[src/design/trf_pkg.sv]
// ----------------------------------------------------------------------------
// Theora RTP fragmenter package
// Shared constants, codes and the queue word between front and back.
// ----------------------------------------------------------------------------
`timescale 1ns / 1ps

package trf_pkg;

	localparam int FRAME_SIZE_BITS_DEF = 20;
	localparam int QUEUE_DEPTH_DEF     = 4;

	localparam logic [23:0] CONFIG_IDENT_RST = 24'h011983;
	localparam logic [15:0] MAX_FRAGMENT_RST = 16'd900;

	localparam int HDR_LEN = 6;
	localparam int IDX_BITS = 3;

	localparam int CFG_INDEX_BITS = 1;
	localparam int CFG_DATA_BITS  = 24;

	localparam logic [CFG_INDEX_BITS-1:0] REG_CONFIG_IDENT = 1'd0;
	localparam logic [CFG_INDEX_BITS-1:0] REG_MAX_FRAGMENT = 1'd1;

	typedef enum logic [1:0] {
		FT_WHOLE = 2'd0,
		FT_START = 2'd1,
		FT_CONT  = 2'd2,
		FT_END   = 2'd3
	} frag_type_t;

	typedef struct packed {
		logic [7:0]  data;
		logic        opens;
		logic [23:0] ident;
		logic [7:0]  type_byte;
		logic [15:0] pay;
		logic        eop;
		logic        fm;
	} entry_t;

endpackage

[src/design/trf_queue.sv]
// ----------------------------------------------------------------------------
// Theora RTP fragmenter queue
// Small register FIFO between the classifier and the packet emitter.
// ----------------------------------------------------------------------------
`timescale 1ns / 1ps

module trf_queue #(
	parameter int DEPTH = trf_pkg::QUEUE_DEPTH_DEF
) (
	input  logic            clk,
	input  logic            arst_n,
	input  logic            push,
	input  trf_pkg::entry_t push_word,
	input  logic            pop,
	output trf_pkg::entry_t head_word,
	output logic            empty,
	output logic            full
);
	import trf_pkg::*;

	localparam int PW = (DEPTH > 1) ? $clog2(DEPTH) : 1;
	localparam int CNTW = $clog2(DEPTH + 1);

	entry_t          mem_q [DEPTH];
	logic [PW-1:0]   wr_ptr_q;
	logic [PW-1:0]   rd_ptr_q;
	logic [CNTW-1:0] count_q;

	assign empty     = (count_q == '0);
	assign full      = (count_q == CNTW'(DEPTH));
	assign head_word = mem_q[rd_ptr_q];

	always_ff @(posedge clk) begin
		if (push) begin
			mem_q[wr_ptr_q] <= push_word;
		end
	end

	always_ff @(posedge clk or negedge arst_n) begin
		if (!arst_n) begin
			wr_ptr_q <= '0;
			rd_ptr_q <= '0;
			count_q  <= '0;
		end else begin
			if (push) begin
				wr_ptr_q <= (wr_ptr_q == PW'(DEPTH - 1)) ? '0 : wr_ptr_q + PW'(1);
			end
			if (pop) begin
				rd_ptr_q <= (rd_ptr_q == PW'(DEPTH - 1)) ? '0 : rd_ptr_q + PW'(1);
			end
			if (push && !pop) begin
				count_q <= count_q + CNTW'(1);
			end else if (pop && !push) begin
				count_q <= count_q - CNTW'(1);
			end
		end
	end

endmodule

[src/design/trf_front.sv]
// ----------------------------------------------------------------------------
// Theora RTP fragmenter front end
// Holds the registers and frame/packet counters, classifies each input byte
// and builds the queue word with its header fields and end flags.
// ----------------------------------------------------------------------------
`timescale 1ns / 1ps

module trf_front #(
	parameter int FRAME_SIZE_BITS = trf_pkg::FRAME_SIZE_BITS_DEF
) (
	input  logic                               clk,
	input  logic                               arst_n,
	input  logic                               cfg_valid,
	input  logic [trf_pkg::CFG_INDEX_BITS-1:0] cfg_index,
	input  logic [trf_pkg::CFG_DATA_BITS-1:0]  cfg_data,
	input  logic                               accept,
	input  logic [7:0]                         data_byte,
	input  logic [1:0]                         payload_type,
	input  logic [19:0]                        frame_size,
	output trf_pkg::entry_t                    word
);
	import trf_pkg::*;

	localparam int FSB = FRAME_SIZE_BITS;
	localparam int CW  = (FSB > 16) ? FSB : 16;

	logic [23:0]    ident_q;
	logic [15:0]    max_frag_q;
	logic [FSB-1:0] fbl_q;
	logic [15:0]    pbl_q;
	logic           frag_q;
	logic           first_q;
	logic [1:0]     type_q;

	logic           new_frame;
	logic [FSB-1:0] fs_raw;
	logic [FSB-1:0] fs_nz;
	logic [FSB-1:0] fbl_eff;
	logic [15:0]    mf;
	logic [CW-1:0]  mf_w;
	logic [CW-1:0]  fbl_w;
	logic [CW-1:0]  pay_w;
	logic           frag;
	logic           first;
	logic [1:0]     typ;
	logic [15:0]    pbl_eff;
	logic           opens;
	frag_type_t     ftype;
	logic [15:0]    pbl_next;
	logic [FSB-1:0] fbl_next;

	always_comb begin
		new_frame = (fbl_q == '0);
		fs_raw    = FSB'(frame_size);
		fs_nz     = (fs_raw == '0) ? FSB'(1) : fs_raw;
		fbl_eff   = new_frame ? fs_nz : fbl_q;
		mf        = (max_frag_q == '0) ? 16'd1 : max_frag_q;
		mf_w      = CW'(mf);
		fbl_w     = CW'(fbl_eff);
		frag      = new_frame ? (fbl_w > mf_w) : frag_q;
		first     = new_frame | first_q;
		typ       = new_frame ? payload_type : type_q;
		pbl_eff   = new_frame ? 16'd0 : pbl_q;
		opens     = (pbl_eff == 16'd0);
		pay_w     = (fbl_w < mf_w) ? fbl_w : mf_w;

		priority if (!frag) begin
			ftype = FT_WHOLE;
		end else if (first) begin
			ftype = FT_START;
		end else if (fbl_w <= mf_w) begin
			ftype = FT_END;
		end else begin
			ftype = FT_CONT;
		end

		pbl_next = (opens ? pay_w[15:0] : pbl_eff) - 16'd1;
		fbl_next = fbl_eff - FSB'(1);

		word.data      = data_byte;
		word.opens     = opens;
		word.ident     = ident_q;
		word.type_byte = {ftype, typ, 3'b000, !frag};
		word.pay       = pay_w[15:0];
		word.eop       = (pbl_next == 16'd0);
		word.fm        = (fbl_next == '0);
	end

	always_ff @(posedge clk or negedge arst_n) begin
		if (!arst_n) begin
			ident_q    <= CONFIG_IDENT_RST;
			max_frag_q <= MAX_FRAGMENT_RST;
		end else if (cfg_valid) begin
			unique case (cfg_index)
				REG_CONFIG_IDENT: ident_q    <= cfg_data[23:0];
				REG_MAX_FRAGMENT: max_frag_q <= cfg_data[15:0];
				default: ;
			endcase
		end
	end

	always_ff @(posedge clk or negedge arst_n) begin
		if (!arst_n) begin
			fbl_q   <= '0;
			pbl_q   <= '0;
			frag_q  <= 1'b0;
			first_q <= 1'b1;
			type_q  <= '0;
		end else if (accept) begin
			fbl_q   <= fbl_next;
			pbl_q   <= pbl_next;
			frag_q  <= frag;
			first_q <= first & !opens;
			type_q  <= typ;
		end
	end

endmodule

[src/design/trf_back.sv]
// ----------------------------------------------------------------------------
// Theora RTP fragmenter back end
// Expands each queue word into six header words plus the data word, or the
// data word alone, through a registered output stage.
// ----------------------------------------------------------------------------
`timescale 1ns / 1ps

module trf_back (
	input  logic            clk,
	input  logic            arst_n,
	input  trf_pkg::entry_t head_word,
	input  logic            head_valid,
	output logic            pop,
	output logic            out_valid,
	input  logic            out_ready,
	output logic [7:0]      out_byte,
	output logic            start_of_packet,
	output logic            end_of_packet,
	output logic            frame_marker,
	output logic            last_of_item
);
	import trf_pkg::*;

	logic [IDX_BITS-1:0] idx_q;
	logic                valid_q;
	logic [7:0]          byte_q;
	logic                sop_q;
	logic                eop_q;
	logic                fm_q;
	logic                last_q;

	logic                load;
	logic                in_hdr;
	logic [7:0]          hdr_byte;

	always_comb begin
		load   = head_valid && (!valid_q || out_ready);
		in_hdr = head_word.opens && (idx_q < IDX_BITS'(HDR_LEN));
		pop    = load && !in_hdr;
		unique case (idx_q)
			3'd0:    hdr_byte = head_word.ident[23:16];
			3'd1:    hdr_byte = head_word.ident[15:8];
			3'd2:    hdr_byte = head_word.ident[7:0];
			3'd3:    hdr_byte = head_word.type_byte;
			3'd4:    hdr_byte = head_word.pay[15:8];
			default: hdr_byte = head_word.pay[7:0];
		endcase
	end

	always_ff @(posedge clk or negedge arst_n) begin
		if (!arst_n) begin
			idx_q   <= '0;
			valid_q <= 1'b0;
		end else begin
			if (load) begin
				valid_q <= 1'b1;
				idx_q   <= in_hdr ? idx_q + IDX_BITS'(1) : '0;
			end else if (out_ready) begin
				valid_q <= 1'b0;
			end
		end
	end

	always_ff @(posedge clk) begin
		if (load) begin
			byte_q <= in_hdr ? hdr_byte : head_word.data;
			sop_q  <= in_hdr && (idx_q == '0);
			eop_q  <= !in_hdr && head_word.eop;
			fm_q   <= !in_hdr && head_word.fm;
			last_q <= !in_hdr;
		end
	end

	assign out_valid       = valid_q;
	assign out_byte        = byte_q;
	assign start_of_packet = sop_q;
	assign end_of_packet   = eop_q;
	assign frame_marker    = fm_q;
	assign last_of_item    = last_q;

endmodule

[src/design/theora_rtp_fragmenter_core.sv]
// ----------------------------------------------------------------------------
// Theora RTP fragmenter core
// Cuts a byte-serial encoded frame into Theora RTP payload packets.
// ----------------------------------------------------------------------------
// One input word per cycle is accepted while the queue has room. The first
// byte of a packet yields seven output words (six header words, then the
// byte), every other byte one word, so a packet of N data bytes yields N + 6
// words; the single output port sets the sustained rate. Accepted words pass
// through the queue into the registered output stage; the QUEUE_DEPTH-word
// queue lets the input run ahead during header output. Registers are read at
// each packet start; the user must write them only while idle (unenforced).
`timescale 1ns / 1ps

module theora_rtp_fragmenter_core #(
	parameter int FRAME_SIZE_BITS = trf_pkg::FRAME_SIZE_BITS_DEF,
	parameter int QUEUE_DEPTH     = trf_pkg::QUEUE_DEPTH_DEF
) (
	input  logic                               clk,
	input  logic                               arst_n,
	input  logic                               cfg_valid,
	output logic                               cfg_ready,
	input  logic [trf_pkg::CFG_INDEX_BITS-1:0] cfg_index,
	input  logic [trf_pkg::CFG_DATA_BITS-1:0]  cfg_data,
	input  logic                               in_valid,
	output logic                               in_ready,
	input  logic [7:0]                         data_byte,
	input  logic [1:0]                         payload_type,
	input  logic [19:0]                        frame_size,
	output logic                               out_valid,
	input  logic                               out_ready,
	output logic [7:0]                         out_byte,
	output logic                               start_of_packet,
	output logic                               end_of_packet,
	output logic                               frame_marker,
	output logic                               last_of_item
);
	import trf_pkg::*;

	entry_t push_word;
	entry_t head_word;
	logic   accept;
	logic   pop;
	logic   empty;
	logic   full;

	assign cfg_ready = 1'b1;
	assign in_ready  = !full;
	assign accept    = in_valid && !full;

	trf_front #(
		.FRAME_SIZE_BITS(FRAME_SIZE_BITS)
	) u_front (
		.clk         (clk),
		.arst_n      (arst_n),
		.cfg_valid   (cfg_valid),
		.cfg_index   (cfg_index),
		.cfg_data    (cfg_data),
		.accept      (accept),
		.data_byte   (data_byte),
		.payload_type(payload_type),
		.frame_size  (frame_size),
		.word        (push_word)
	);

	trf_queue #(
		.DEPTH(QUEUE_DEPTH)
	) u_queue (
		.clk      (clk),
		.arst_n   (arst_n),
		.push     (accept),
		.push_word(push_word),
		.pop      (pop),
		.head_word(head_word),
		.empty    (empty),
		.full     (full)
	);

	trf_back u_back (
		.clk            (clk),
		.arst_n         (arst_n),
		.head_word      (head_word),
		.head_valid     (!empty),
		.pop            (pop),
		.out_valid      (out_valid),
		.out_ready      (out_ready),
		.out_byte       (out_byte),
		.start_of_packet(start_of_packet),
		.end_of_packet  (end_of_packet),
		.frame_marker   (frame_marker),
		.last_of_item   (last_of_item)
	);

endmodule

[config.mk]
export PLATFORM = sky130hd
export DESIGN_NAME = theora_rtp_fragmenter_core
export DESIGN_NICKNAME = d
export VERILOG_FILES = /design/src/design/trf_pkg.sv /design/src/design/trf_queue.sv /design/src/design/trf_front.sv /design/src/design/trf_back.sv /design/src/design/theora_rtp_fragmenter_core.sv
export SDC_FILE = /design/constraint.sdc
export NUM_CORES = 1
export LEC_CHECK = 0
export BUFFER_PORTS_ARGS = -buffer_cell sky130_fd_sc_hd__buf_2
export CAP_MARGIN = 20
export CORE_UTILIZATION = 55
export CTS_CLUSTER_SIZE = 40
export DETAILED_ROUTE_END_ITERATION = 6
export PLACE_DENSITY_LB_ADDON = 0.25
export REMOVE_ABC_BUFFERS = 1
export SYNTH_ARGS = -nofsm -noshare
export SYNTH_HDL_FRONTEND = slang
export SYNTH_HIERARCHICAL = 1
export SYNTH_SLANG_ARGS = --single-unit
export TNS_END_PERCENT = 20
[constraint.sdc]
create_clock -name clk -period 15.8 [get_ports clk]
set_input_delay 2.37 -clock clk [delete_from_list [all_inputs] [get_ports clk]]
set_output_delay 2.37 -clock clk [all_outputs]
set_load 0.01 [all_outputs]
Word level (Yosys, flattened, before mapping). Memories as Yosys holds them, arrays and structs flattened. Index checks and enable logic that the tools add are counted.

Add/sub/neg operators: 7. Magnitude comparators: 4. Equality and inequality tests: 7. Mux-type cells: 22. Bitwise operators: 3. Reduce and logical (&&, ||, !) cells: 30.

Operator list (count): 16-bit 2-to-1 mux (4); 20-bit logical NOT (3); 16-bit logical NOT (3); 20-bit 2-to-1 mux (2); 8-bit case mux with 5 select lines (1); 20-bit by 16-bit greater-than comparator with 1-bit output (1); 20-bit by 16-bit less-or-equal comparator with 1-bit output (1); 20-bit by 16-bit less-than comparator with 1-bit output (1); 20-bit by 1-bit subtractor with 20-bit output (second input constant) (1); 16-bit by 1-bit subtractor with 16-bit output (second input constant) (1); 2-bit 2-to-1 mux (5); 1-bit logical AND (9); 3-bit 2-to-1 mux (3); 1-bit logical NOT (8); 8-bit 2-to-1 mux (1); 3-bit by 1-bit adder with 3-bit output (second input constant) (2); 3-bit by 2-bit equality test with 1-bit output (second input constant) (2); 3-bit equality test (second input constant) (2); 3-bit logical NOT (2); 1-bit 2-to-1 mux (6); 2-bit by 1-bit adder with 2-bit output (second input constant) (2); 2-bit equality test (second input constant) (2); 2-bit AND reduction (2); 2-bit nonzero test (2); other kinds (7) (7).

Register bits after elaboration: 103. Memory bits (writable): 224. Bits of input ports: 60. Output and inout bits: 15. Word-level logic and storage cells: 91. Memories kept: 1.

Memory list: u_queue.mem_q (words 4, bits a word 56, read ports 1, clocked after memory_dff 0, write ports 1, line trf_queue.sv:24) `entry_t mem_q [DEPTH];`.

Longest topological paths before layout. Gate-level depths: netlist (run 1).

Depth in word-level cells: 8. Depth in mapped cells: 25. Mapped depth without buffers: 20.

By module. The synthesis (run 1) kept the hierarchy.

Modules (own cells, without submodules): trf_queue (instances 1, cells each 346, area an instance 8996.1 sq um, seq. area each 7262.0 sq um); trf_front (instances 1, cells each 562, area an instance 5452.7 sq um, seq. area each 2016.9 sq um); trf_back (instances 1, cells each 110, area an instance 1129.8 sq um, seq. area each 460.4 sq um); theora_rtp_fragmenter_core (instances 1, cells each 5, area an instance 25.0 sq um, seq. area each 0.0 sq um).

Worst setup path before layout (run 1). No wires, ideal clock.

Kind: in2reg. Start point: input frame_size[18]. End point: memory u_queue/mem_q[0][1] in the netlist's numbering (data pin). Library setup time: 206 ps. Arrival: 6716 ps. Required time: 15594 ps. Setup slack: 8878 ps. Stages on the path: 22. Path through: nor4_2 -> and4_1 -> a31o_2 -> a21oi_1 -> ha_1 -> nor2b_1 -> o211ai_1 -> a211oi_1 -> mux2i_4 -> and3_1 -> buf_6 -> buf_8 -> nor2_1 -> o31a_1 -> ha_1 -> o21ai_0 -> or4_4 -> or3_1 -> buf_6 -> o41ai_1 -> a211oi_1 -> nor4_2.

RTL lines: from (decl) (line theora_rtp_fragmenter_core.sv:28) `input logic [19:0] frame_size,`; to (decl) (line trf_queue.sv:24).

==> results.md, run 1 <==
* TritonCTS buffer count at 36
* Kind of path behind the tightest hold check: register to register
* Total global routing track utilization at 24.0%
* CTS tree: yes
* Switching share of power at 34.6%
* Filler Cell Count at 2062
* Post-Route WL at 33800 microns
* Final Hold Violating Endpoints at 0
* Height of the chip at 170 microns
* Max Slew Vio Count at 0
* Outcome: completed
* Worst path cell trace: buf_2, a21oi_1, inv_1, ha_1, and4_4, a21o_1, a2111oi_4, and3_1, a21oi_1, a22oi_1, ha_1, o21ai_0, or4_4, or3_1, o41ai_1, a211oi_1, nor4_2
* Initial antenna violation count at 0
* Worst Hold Path Cells at 1
* Total power per unit cell area at 200 nW/um^2
* Final ANT Viol Nets at 0
* Global-route wire length before repair at 52100 microns
* Yosys Warn Count at 6
* Effective utilization at floorplan at 56.0%
* # clock sinks at 339
* Post-synth EDFFs at 248
* Clock slew seen by the registers of the worst setup and hold paths at 0.06 ns
* Commonest register cell after synthesis: sky130_fd_sc_hd__edfxtp_1
* Clk buf depth at 3
* Detailed-route via count at 8982
* Leakage at 6.35 nW
* Worst voltage drop across the vdd grid at 95.3 uV
* Most used cells in the layout excluding fill and tap cells: 248 x sky130_fd_sc_hd__edfxtp_1, 77 x sky130_fd_sc_hd__dfrtp_1, 72 x sky130_fd_sc_hd__buf_2, 67 x sky130_fd_sc_hd__mux2_2, 58 x sky130_fd_sc_hd__mux4_2
* Total negative slack at 0 ns
* Fin Hold WS at 0.494 ns
* Die width at 170 microns
* Netlist area before placement at 15600 sq um
* Crit end category: register
* CP max-delay cell: sky130_fd_sc_hd__and3_1
* Final #Nets at 1182
* GRT overflow at 0
* Synth async-reset ratio at 26.8%
* Clock latency of the later-clocked register in the worst-skew pair at 0.52 ns
* WL/cell at 22.6 microns
* Register-to-Register Path Depth at 21
* Layout cells sized above 1 at 28.8%
* H-tree lvl count at 2
* Critical Path AT at 7.97 ns
* RSZ-0062 raised after global routing: no
* Area growth syn-to-layout at 10.8%
* Final setup skew at 0.0108 ns
* Seq pwr share at 41.7%
* Fmax at 0.130 GHz
* Count of unique library cells instantiated by Yosys at 88
* Number of placement rows at 61
* Number of DRC markers after the initial detailed-route iteration at 586
* Drt drc at 0
* Critical path type: input port to register
* Share of power burned in the clock network at 24.0%
* Pin count of the biggest net entering global routing at 65
* Largest fanout of any net on the critical path at 22
* Sequential area share after synthesis at 62.4%
* Worst path max stage delay at 0.88 ns
* Worst-case headroom to the max-slew limit at 28.5%
* Count of input and output buffers at 73
* Number of max-cap violations at 0
* Final critical-path required period at 7.69 ns
* Number of inserted diodes at 0
* Sum of net half-perimeters after detailed placement at 22200 microns
* Portion of the clock cycle consumed by the worst path in the final layout at 48.6%
* Most frequent standard cell in the layout excluding fill and tap cells: sky130_fd_sc_hd__edfxtp_1
* CTS-repair resized insts at 0
* I/O pin cnt at 75
* Data required time at the worst endpoint at 16.09 ns
* Worst setup SP type: input port
* Number of setup buffers added after CTS at 0
* Master cell of the clock root buffer: sky130_fd_sc_hd__clkbuf_16
* CTS Hold Bufs at 0
* Logic pwr share at 34.3%
* Syn_area_per_cell at 15.3 sq um
* Core area at 27900 sq um
* Die ar. at 29000 sq um
* Via count of the first global-routing pass at 9173
* Placer congestion estimate at 0.905
* Final Setup Violations at 0
* Flip-flop and latch count after synthesis at 339
* Synthesized instance count at 1023
* Switching component of the power at 0.00119 W
* First-pass iteration count of the detailed router at 5
* Cell-internal power at 0.00226 W
* Slew at the pin closest to its max-slew limit at 1.07 ns
* Vias per inst at 6.00
[final timing paths]
path | start | to | slack, ns
setup reg to reg | u_front/fbl_q[11] | u_queue/mem_q[0][1] | 8.31
hold reg to reg | u_front/first_q | u_front/first_q | 0.49
min in group asynchronous | arst_n | u_front/ident_q[17] | 1.88
setup / recovery | frame_size[8] | u_queue/mem_q[0][1] | 8.11
max in group asynchronous | arst_n | u_front/ident_q[18] | 12.81
hold / removal | u_front/first_q | u_front/first_q | 0.49
[cells in the mapped netlist (all sizes together), types with 12 or more instances]
cell type / n / area share, %
o21ai: 28 / 0.92
mux4: 59 / 8.5
a22oi: 12 / 0.61
inv: 51 / 1.2
mux2: 69 / 5.0
clkbuf: 19 / 0.46
dfrtp: 79 / 13
nand3: 18 / 0.61
dfstp: 12 / 2.0
buf: 37 / 2.3
nand2: 54 / 1.3
nor2: 52 / 1.3
nor4: 17 / 0.80
edfxtp: 248 / 48
a21oi: 42 / 1.3
xnor2: 16 / 0.90
nor3: 19 / 0.78
ha: 30 / 2.4
[cell type report]
| class | count | area [sq um] | area share [%] |
|---|---|---|---|
| Clock buffer | 45 | 945 | 5.46 |
| Clock inverter | 20 | 216 | 1.25 |
| Inverter | 52 | 195 | 1.13 |
| Multi-Input combinational cell | 578 | 5270 | 30.5 |
| Sequential cell | 339 | 9740 | 56.4 |
| Tap cell | 378 | 473 | 2.74 |
| Timing Repair Buffer | 84 | 450 | 2.61 |
[kinds of logic (layout without fill, tap and decap cells)]
logic type | count (synthesis) | after routing | synth area share, %
mux | 138 | 138 | 14.3
fa+ha+maj | 31 | 31 | 2.53
xor+xnor | 24 | 24 | 1.35
flops | 339 | 339 | 62.4
simple gates | 216 | 216 | 7.31
compound gates | 165 | 165 | 8.05
other cells | 2 | 4 | 0.0481
buf+inv | 108 | 201 | 4.00
[power by group through the flow]
stage | combinational, W | clock [W] | sequential, W
floorplan | 0.000816 | 0 | 0.00144
global placement | 0.00117 | 0 | 0.00145
detailed placement | 0.00119 | 0 | 0.00146
CTS | 0.00119 | 0.000842 | 0.00144
global route | 0.00128 | 0.000874 | 0.00147
finish | 0.00118 | 0.000827 | 0.00144
[flip-flops by register name (all words and copies together), names as in the netlist, 2 cells and up]
register,cells
u_queue/count_q,3
u_front/pbl_q,16
u_front/ident_q,24
u_back/idx_q,3
u_back/out_byte,8
u_front/fbl_q,20
u_queue/wr_ptr_q,2
u_front/type_q,2
u_queue/mem_q,236
u_queue/rd_ptr_q,2
u_front/max_frag_q,16
[layer usage]
layer  vias up  share of wire [%]  wire (microns)  GRT usage, %
met4         0                2.5             848          7.72
met3        59                4.4            1500          3.33
met5         -                  0               0             0
met1      4590                 44           15000          33.6
li1       4093                  -               -             -
met2       240                 49           16400          39.1
[stage by stage]
step	power [W]	worst slack (ns)	utilization [%]	cell area, sq um	instances
final	0.00345	8.11	62.1	17300	1496
after global routing	0.00362	7.69	62.1	17300	1496
after CTS	0.00347	8.16	62.1	17300	1496
after detailed placement	0.00264	7.64	57.9	16100	1431
after global placement	0.00261	7.86	57.9	16100	1431
after floorplan	0.00225	8.47	-	15200	969
[critical path: cells and delay by family]
family / cells / cell delay [ns]
AOI/OAI and AO/OA: 8 / 2.24
and+or+nand+nor: 5 / 2.48
buffers and inverters: 2 / 0.26
adders and majority gates: 2 / 0.60
No activity file was read; power rests on OpenSTA's default activity.
==> run 2, diff against run 1 <==
- clock period: 15.8 -> 6.9 ns (I/O delays scaled with it)
==> results.md, run 2 (synthesized netlist as in run 1, its figures left out) <==
* Post-route standard cell area excluding fillers at 17300 sq um (about the same)
* Master cell of the clock root buffer: sky130_fd_sc_hd__clkbuf_16
* Final Hold Violating Endpoints at 0 (unchanged)
* Leakage at 6.36 nW (about the same)
* Height of the chip at 170 microns (unchanged)
* Clock latency of the later-clocked register in the worst-skew pair at 0.52 ns (about the same)
* Global-route wire length before repair at 50300 microns (-3.3%)
* CTS tree: yes
* Layout cells sized above 1 at 28.7% (-0.14 points)
* Global-route layer with the greatest usage: met2
* I/O pin cnt at 75 (unchanged)
* Number of inserted diodes at 0 (unchanged)
* First-pass iteration count of the detailed router at 5 (unchanged)
* Die width at 170 microns (unchanged)
* Regs by FF count: u_queue/mem_q: 236 flops, u_front/ident_q: 24 flops, u_front/fbl_q: 20 flops
* Number of setup buffers added after CTS at 0 (unchanged)
* Count of input and output buffers at 73 (unchanged)
* Via count of the first global-routing pass at 8896 (-3.0%)
* Number of placement rows at 61 (unchanged)
* Sum of net half-perimeters after detailed placement at 21400 microns (-3.8%)
* Worst setup SP type: register
* CTS Hold Bufs at 0 (unchanged)
* Effective utilization at floorplan at 56.0% (unchanged)
* Post-Route WL at 32700 microns (-3.2%)
* Final Setup Violations at 0 (unchanged)
* Initial antenna violation count at 0 (unchanged)
* Worst voltage drop across the vdd grid at 252 uV (+160%)
* Placed Area at 16200 sq um (+0.14%)
* Portion of the clock cycle consumed by the worst path in the final layout at 90.7%
* Detailed-route via count at 9020 (+0.42%)
* # clock sinks at 339 (unchanged)
* Number of DRC markers after the initial detailed-route iteration at 748 (+28%)
* Final core area utilization at 62.1% (about the same)
* Met2 Resource Use GR at 38.3% (-0.80 points)
* Cell Count Post-Placement at 1434 (+0.21%)
* Total global routing track utilization at 23.1% (-0.88 points)
* Data required time at the worst endpoint at 7.20 ns (-8.89 ns)
* Most frequent standard cell in the layout excluding fill and tap cells: sky130_fd_sc_hd__edfxtp_1
* Number of max-cap violations at 0 (unchanged)
* Max Slew Vio Count at 0 (unchanged)
* Clock slew seen by the registers of the worst setup and hold paths at 0.06 ns (about the same)
* M1 GR Usage at 32.3% (-1.3 points)
* TritonCTS buffer count at 35 (-2.8%)
* Final #Nets at 1184 (+0.17%)
* Vias per inst at 6.02 (+0.29%)
* Total negative slack at 0 ns (unchanged)
* WL/cell at 21.8 microns (-3.4%)
* Total power per unit cell area at 454 nW/um^2 (+130%)
* CTS-repair resized insts at 0 (unchanged)
* Fmax at 0.160 GHz
* Crit end category: register
* Filler Cell Count at 2045 (-0.82%)
* Final critical-path required period at 6.26 ns
* Core area at 27900 sq um (unchanged)
* Area growth syn-to-layout at 10.8% (about the same)
* Critical path type: register to register
* Drt drc at 0 (unchanged)
* Grt met3 use at 3.44% (+0.12 points)
* Slew at the pin closest to its max-slew limit at 0.978 ns (-0.0881 ns)
* Non-filler instance count after layout at 1498 (+0.13%)
* Most used cells in the layout excluding fill and tap cells: 248 x sky130_fd_sc_hd__edfxtp_1, 77 x sky130_fd_sc_hd__dfrtp_1, 72 x sky130_fd_sc_hd__buf_2, 67 x sky130_fd_sc_hd__mux2_2, 58 x sky130_fd_sc_hd__mux4_2
* Critical Path AT at 6.56 ns (-1.41 ns)
* Kind of path behind the tightest hold check: register to register
* Final setup skew at 0.0131 ns (+0.00227 ns)
* Largest fanout of any net on the critical path at 21 (-4.5%)
* GRT overflow at 0 (unchanged)
* Worst-case headroom to the max-slew limit at 34.7% (+6.1 points)
* Flip-flop count of the largest register after layout at 236 (unchanged)
* Final ANT Viol Nets at 0 (unchanged)
* Outcome: completed
* Biggest register: u_queue/mem_q
* Placer congestion estimate at 0.906 (+0.15%)
* Fin Hold WS at 0.496 ns (+0.00197 ns)
* Clk buf depth at 3 (unchanged)
* Pin count of the biggest net entering global routing at 65 (unchanged)
* H-tree lvl count at 2 (unchanged)
* RSZ-0062 raised after global routing: no
* Die ar. at 29000 sq um (unchanged)
-- run 2: per-layer routing --
metal | part of all wire, % | vias to the layer above
met4 | 1.9 | 0
met5 | 0 | -
met2 | 48 | 300
met3 | 5.3 | 44
met1 | 45 | 4579
li1 | - | 4097
-- run 2: metrics by stage --
| stage | setup WS (ns) | power (W) |
|---|---|---|
| after CTS | 0.676 | 0.00791 |
| after global placement | 0.770 | 0.00598 |
| after detailed placement | 0.600 | 0.00604 |
| after floorplan | 0.0644 | 0.00516 |
| final | 0.642 | 0.00785 |
| after global routing | 0.127 | 0.00825 |
-- run 2: worst paths after layout --
| check | startpoint | endpoint | slack (ns) | cells after the start |
|---|---|---|---|---|
| min in group asynchronous | arst_n | u_front/ident_q[17] | 0.53 | 1 |
| max reg2reg | u_front/fbl_q[17] | u_queue/mem_q[0][1] | 0.64 | 21 |
| min reg2reg | u_queue/count_q[2] | u_queue/count_q[2] | 0.50 | 1 |
| max in group asynchronous | arst_n | u_front/ident_q[20] | 5.25 | 2 |
| max | u_front/fbl_q[17] | u_queue/mem_q[0][1] | 0.64 | 21 |
| min | u_queue/count_q[2] | u_queue/count_q[2] | 0.50 | 1 |
-- run 2: final cells by class --
type	instances	area (sq um)	area share, %
Inverter	52	195	1.13
Multi-Input combinational cell	578	5270	30.4
Timing Repair Buffer	87	473	2.74
Clock buffer	54	1030	5.95
Tap cell	378	473	2.74
Sequential cell	339	9740	56.4
Clock inverter	10	113	0.651
-- run 2: worst max-delay path: stages, from the launching register on --
cell and delay, ns:
sky130_fd_sc_hd__dfrtp_1 0.44, sky130_fd_sc_hd__nor3_4 0.31, sky130_fd_sc_hd__nand4_1 0.21, sky130_fd_sc_hd__nor2_2 0.47, sky130_fd_sc_hd__buf_4 0.39, sky130_fd_sc_hd__a21o_1 0.26
sky130_fd_sc_hd__ha_1 0.16, sky130_fd_sc_hd__and3_1 0.16, sky130_fd_sc_hd__nand3_1 0.12, sky130_fd_sc_hd__a211oi_1 0.38, sky130_fd_sc_hd__mux2i_4 0.14, sky130_fd_sc_hd__and3_1 0.22
sky130_fd_sc_hd__buf_4 0.22, sky130_fd_sc_hd__nor2_1 0.15, sky130_fd_sc_hd__o31a_1 0.26, sky130_fd_sc_hd__ha_1 0.23, sky130_fd_sc_hd__o21ai_0 0.09, sky130_fd_sc_hd__or4_4 0.44
sky130_fd_sc_hd__or3_1 0.53, sky130_fd_sc_hd__o41ai_1 0.33, sky130_fd_sc_hd__a211oi_1 0.13, sky130_fd_sc_hd__nor4_2 0.39
-- run 2: where the power goes --
group	total, W	switching (W)	internal (W)	leakage [nW]
clock	0.00185	0.000744	0.00111	0.559
sequential	0.00325	0.000300	0.00295	3.35
combinational	0.00276	0.00164	0.00112	2.44
==> run 3, diff against run 2 <==
- ABC_AREA: not set -> 1
- GPL_TIMING_DRIVEN: not set -> 0
==> results.md, run 3 <==
* Area of the multi-input gates at 5410 sq um (+2.7%)
* Total met2 wirelength after detailed routing at 17600 microns (+12%)
* Register-to-Register Path Depth at 24 (+14%)
* Placer congestion estimate at 0.915 (+0.92%)
* Final core area utilization at 61.6% (-0.46 points)
* Leakage at 8.07 nW (+27%)
* Worst path max stage delay at 0.44 ns (-0.09 ns)
* Critical Path Most Common Cell: sky130_fd_sc_hd__nand2_1
* Area share of the largest cell type after synthesis at 44.4% (-3.3 points)
* Initial antenna violation count at 0 (unchanged)
* Final critical-path required period at 5.09 ns (-1.17 ns)
* Endpoint of the lowest-slack register-to-register path: u_queue/mem_q[0][1]
* Flip-flop and latch count after synthesis at 339 (unchanged)
* Biggest register: u_queue/mem_q
* TritonCTS buffer count at 36 (+2.9%)
* Drt drc at 0 (unchanged)
* Vias per inst at 5.33 (-11%)
* Post-Route WL at 35700 microns (+9.3%)
* Master cell of the clock root buffer: sky130_fd_sc_hd__clkbuf_16
* Number of max-cap violations at 0 (unchanged)
* Number of placement rows at 63 (+3.3%)
* Fin Hold WS at 0.483 ns (-0.0128 ns)
* Seq pwr share at 38.4% (-2.9 points)
* Post-route met1 wirelength at 15400 microns (+5.7%)
* CTS Hold Bufs at 0 (unchanged)
* Count of unique library cells instantiated by Yosys at 50 (-43%)
* Synth async-reset ratio at 26.8% (unchanged)
* Effective utilization at floorplan at 56.2% (+0.23 points)
* Critical Path AT at 5.42 ns (-1.14 ns)
* GRT overflow at 0 (unchanged)
* Core area at 29800 sq um (+7.0%)
* Number of inserted diodes at 0 (unchanged)
* Leading post-synthesis cells by instance count: 491 x sky130_fd_sc_hd__nand2_1, 248 x sky130_fd_sc_hd__edfxtp_1, 210 x sky130_fd_sc_hd__inv_1, 119 x sky130_fd_sc_hd__o211ai_1, 89 x sky130_fd_sc_hd__nor2_1
* Number of DRC markers after the initial detailed-route iteration at 903 (+21%)
* WL/cell at 16.6 microns (-24%)
* Slew at the pin closest to its max-slew limit at 0.954 ns (-0.0236 ns)
* # clock sinks at 339 (unchanged)
* Final Setup Violations at 0 (unchanged)
* Flip-flop count of the largest register after layout at 236 (unchanged)
* First-pass iteration count of the detailed router at 5 (unchanged)
* Total negative slack at 0 ns (unchanged)
* Data required time at the worst endpoint at 7.23 ns (+0.03 ns)
* Sequential area share after synthesis at 58.1% (-4.3 points)
* Logic pwr share at 37.2% (+2.1 points)
* Worst path cell trace: nor2_1, nand2_1, nor2_4, and3_4, a21oi_1, inv_1, ha_1, nand2_1, nor2_1, a211oi_1, nand2_1, nand2_2, nand2_2, nand2_1, nand3_1, nand2_1, ha_1, nand3_2, nor2_4, nand3_2, nor2_1, xor2_1, nand3_1, nor2_1
* Area growth syn-to-layout at 9.56%
* Hold path endpoint: u_front/pbl_q[0]
* Final setup slack of the worst path at 1.81 ns (+1.17 ns)
* Number of setup buffers added after CTS at 0 (unchanged)
* Kind of path behind the tightest hold check: register to register
* Cell types occupying the most area after synthesis: sky130_fd_sc_hd__edfxtp_1 44%, sky130_fd_sc_hd__dfrtp_1 12%, sky130_fd_sc_hd__nand2_1 11%
* Die ar. at 31200 sq um (+7.3%)
* Syn_area_per_cell at 9.88 sq um (-35%)
* Sequential cell area at 9740 sq um (about the same)
* Share of power burned in the clock network at 24.4% (+0.8 points)
* Clock slew seen by the registers of the worst setup and hold paths at 0.06 ns (about the same)
* Pin count of the biggest net entering global routing at 130 (+100%)
* Final #Nets at 1822 (+54%)
* CP max-delay cell: sky130_fd_sc_hd__and3_4
* Outcome: completed
* Most used standard cell by instance count after synthesis: sky130_fd_sc_hd__nand2_1
* Count of input and output buffers at 73 (unchanged)
* Post-synth EDFFs at 248 (unchanged)
* Worst-case headroom to the max-slew limit at 36.2% (+1.6 points)
* Total global routing track utilization at 23.8% (+0.66 points)
* Netlist area before placement at 16800 sq um (+7.4%)
* Met3 routed WL at 1780 microns (+2.8%)
* Fmax at 0.196 GHz (+23%)
* CTS tree: yes
* Most used cells in the layout excluding fill and tap cells: 491 x sky130_fd_sc_hd__nand2_1, 248 x sky130_fd_sc_hd__edfxtp_1, 206 x sky130_fd_sc_hd__inv_1, 119 x sky130_fd_sc_hd__o211ai_1, 89 x sky130_fd_sc_hd__nor2_1
* RSZ-0062 raised after global routing: no
* Detailed-route via count at 11456 (+27%)
* Largest fanout of any net on the critical path at 22 (+4.8%)
* Final Hold Violating Endpoints at 0 (unchanged)
* Yosys Warn Count at 6 (unchanged)
* Cell taking the most area after synthesis: sky130_fd_sc_hd__edfxtp_1
* Startpoint of the most critical register-to-register path: u_front/fbl_q[14]
* Filler Cell Count at 2421 (+18%)
* Max Slew Vio Count at 0 (unchanged)
* Regs by FF count: u_queue/mem_q: 236 flops, u_front/ident_q: 24 flops, u_front/fbl_q: 20 flops
* Startpoint of the most critical setup path: u_front/fbl_q[14]
* Critical path type: register to register
* Total power per unit cell area at 432 nW/um^2 (-5.0%)
* Final setup skew at 0.0184 ns (+0.00535 ns)
* Final ANT Viol Nets at 0 (unchanged)
* Beginning of the worst hold path: u_front/pbl_q[0]
* Portion of the clock cycle consumed by the worst path in the final layout at 73.8% (-17 points)
* Top layer in use: met4
* Die width at 177 microns (+3.6%)
* Clock latency of the later-clocked register in the worst-skew pair at 0.52 ns (about the same)
* H-tree lvl count at 2 (unchanged)
* Crit end category: register
* Worst setup SP type: register
* Synthesized instance count at 1696 (+66%)
* Commonest register cell after synthesis: sky130_fd_sc_hd__edfxtp_1
* Height of the chip at 177 microns (+3.6%)
* I/O pin cnt at 75 (unchanged)
* Clk buf depth at 3 (unchanged)
* R2R Setup Slk at 1.81 ns (+1.17 ns)
* Switching share of power at 38.3% (+4.2 points)
* Via count of the first global-routing pass at 10983 (+23%)
* Layout cells sized above 1 at 13.8% (-15 points)
* CTS-repair resized insts at 0 (unchanged)
* Cell-internal power at 0.00489 W (-5.5%)
* Worst voltage drop across the vdd grid at 276 uV (+9.6%)
* Sum of net half-perimeters after detailed placement at 23300 microns (+9.0%)
* Worst Hold Path Cells at 2 (+1)
* Worst Setup Slack post-DPL at 1.77 ns (+1.17 ns)
* Most frequent standard cell in the layout excluding fill and tap cells: sky130_fd_sc_hd__nand2_1
* Switching component of the power at 0.00304 W (+13%)
* Global-route wire length before repair at 57200 microns (+14%)
-- run 3: final cells by class --
type / instances / area share, %
flip-flops and latches: 339 / 53.1
multi-input cells: 1033 / 29.4
clock buffers: 49 / 5.62
inverters: 239 / 5.02
repair buffers: 82 / 3.20
well taps: 390 / 2.66
clock inverters: 17 / 0.988
-- run 3: cell families after synthesis --
family	Yosys count	share of synthesized area (%)
and+or+nand+nor	742	19.3
xor gates and xnor gates	19	0.993
DFF	339	58.1
AOI/OAI and AO/OA	229	8.92
buffers and inverters	326	9.69
other	2	0.0448
adders and majority gates	31	2.36
muxes	8	0.538
-- run 3: critical path: cells and delay by family, from the launching register on --
family | cells | cell delay [ns]
AO/OA/AOI/OAI | 2 | 0.42
XOR/XNOR | 1 | 0.21
adder cells (fa/ha/maj) | 2 | 0.55
buffers and inverters | 1 | 0.24
flip-flops | 1 | 0.40
AND/OR/NAND/NOR | 18 | 3.06
-- run 3: worst max-delay path by stage --
stage | cells past startpoint | to
after global routing | 24 | u_queue/mem_q[0][1]
after detailed placement | 21 | u_queue/mem_q[0][1]
after floorplan | 20 | u_queue/mem_q[0][1]
after global placement | 12 | u_queue/count_q[1]
final | 24 | u_queue/mem_q[0][1]
after CTS | 24 | u_queue/mem_q[2][1]
-- run 3: power by group through the flow --
stage	clock, W	sequential [W]	combinational [W]
final	0.00194	0.00304	0.00295
after global routing	0.00206	0.00309	0.00333
after CTS	0.00197	0.00304	0.00295
after detailed placement	0	0.00308	0.00293
after global placement	0	0.00312	0.00280
after floorplan	0	0.00306	0.00203
-- run 3: stage by stage --
stage	total power (W)	instance area, sq um	instances
2_1_floorplan	0.00509	16000	1611
3_3_place_gp	0.00592	16900	2074
3_5_place_dp	0.00601	17100	2082
4_1_cts	0.00796	18300	2148
5_1_grt	0.00848	18400	2149
6_report	0.00792	18400	2149
-- run 3: metal layers --
| metal | vias to the layer above | track usage, % |
|---|---|---|
| li1 | 5693 | - |
| met1 | 5417 | 30.7 |
| met2 | 276 | 41.4 |
| met3 | 70 | 3.64 |
| met4 | 0 | 7.15 |
| met5 | - | 0 |
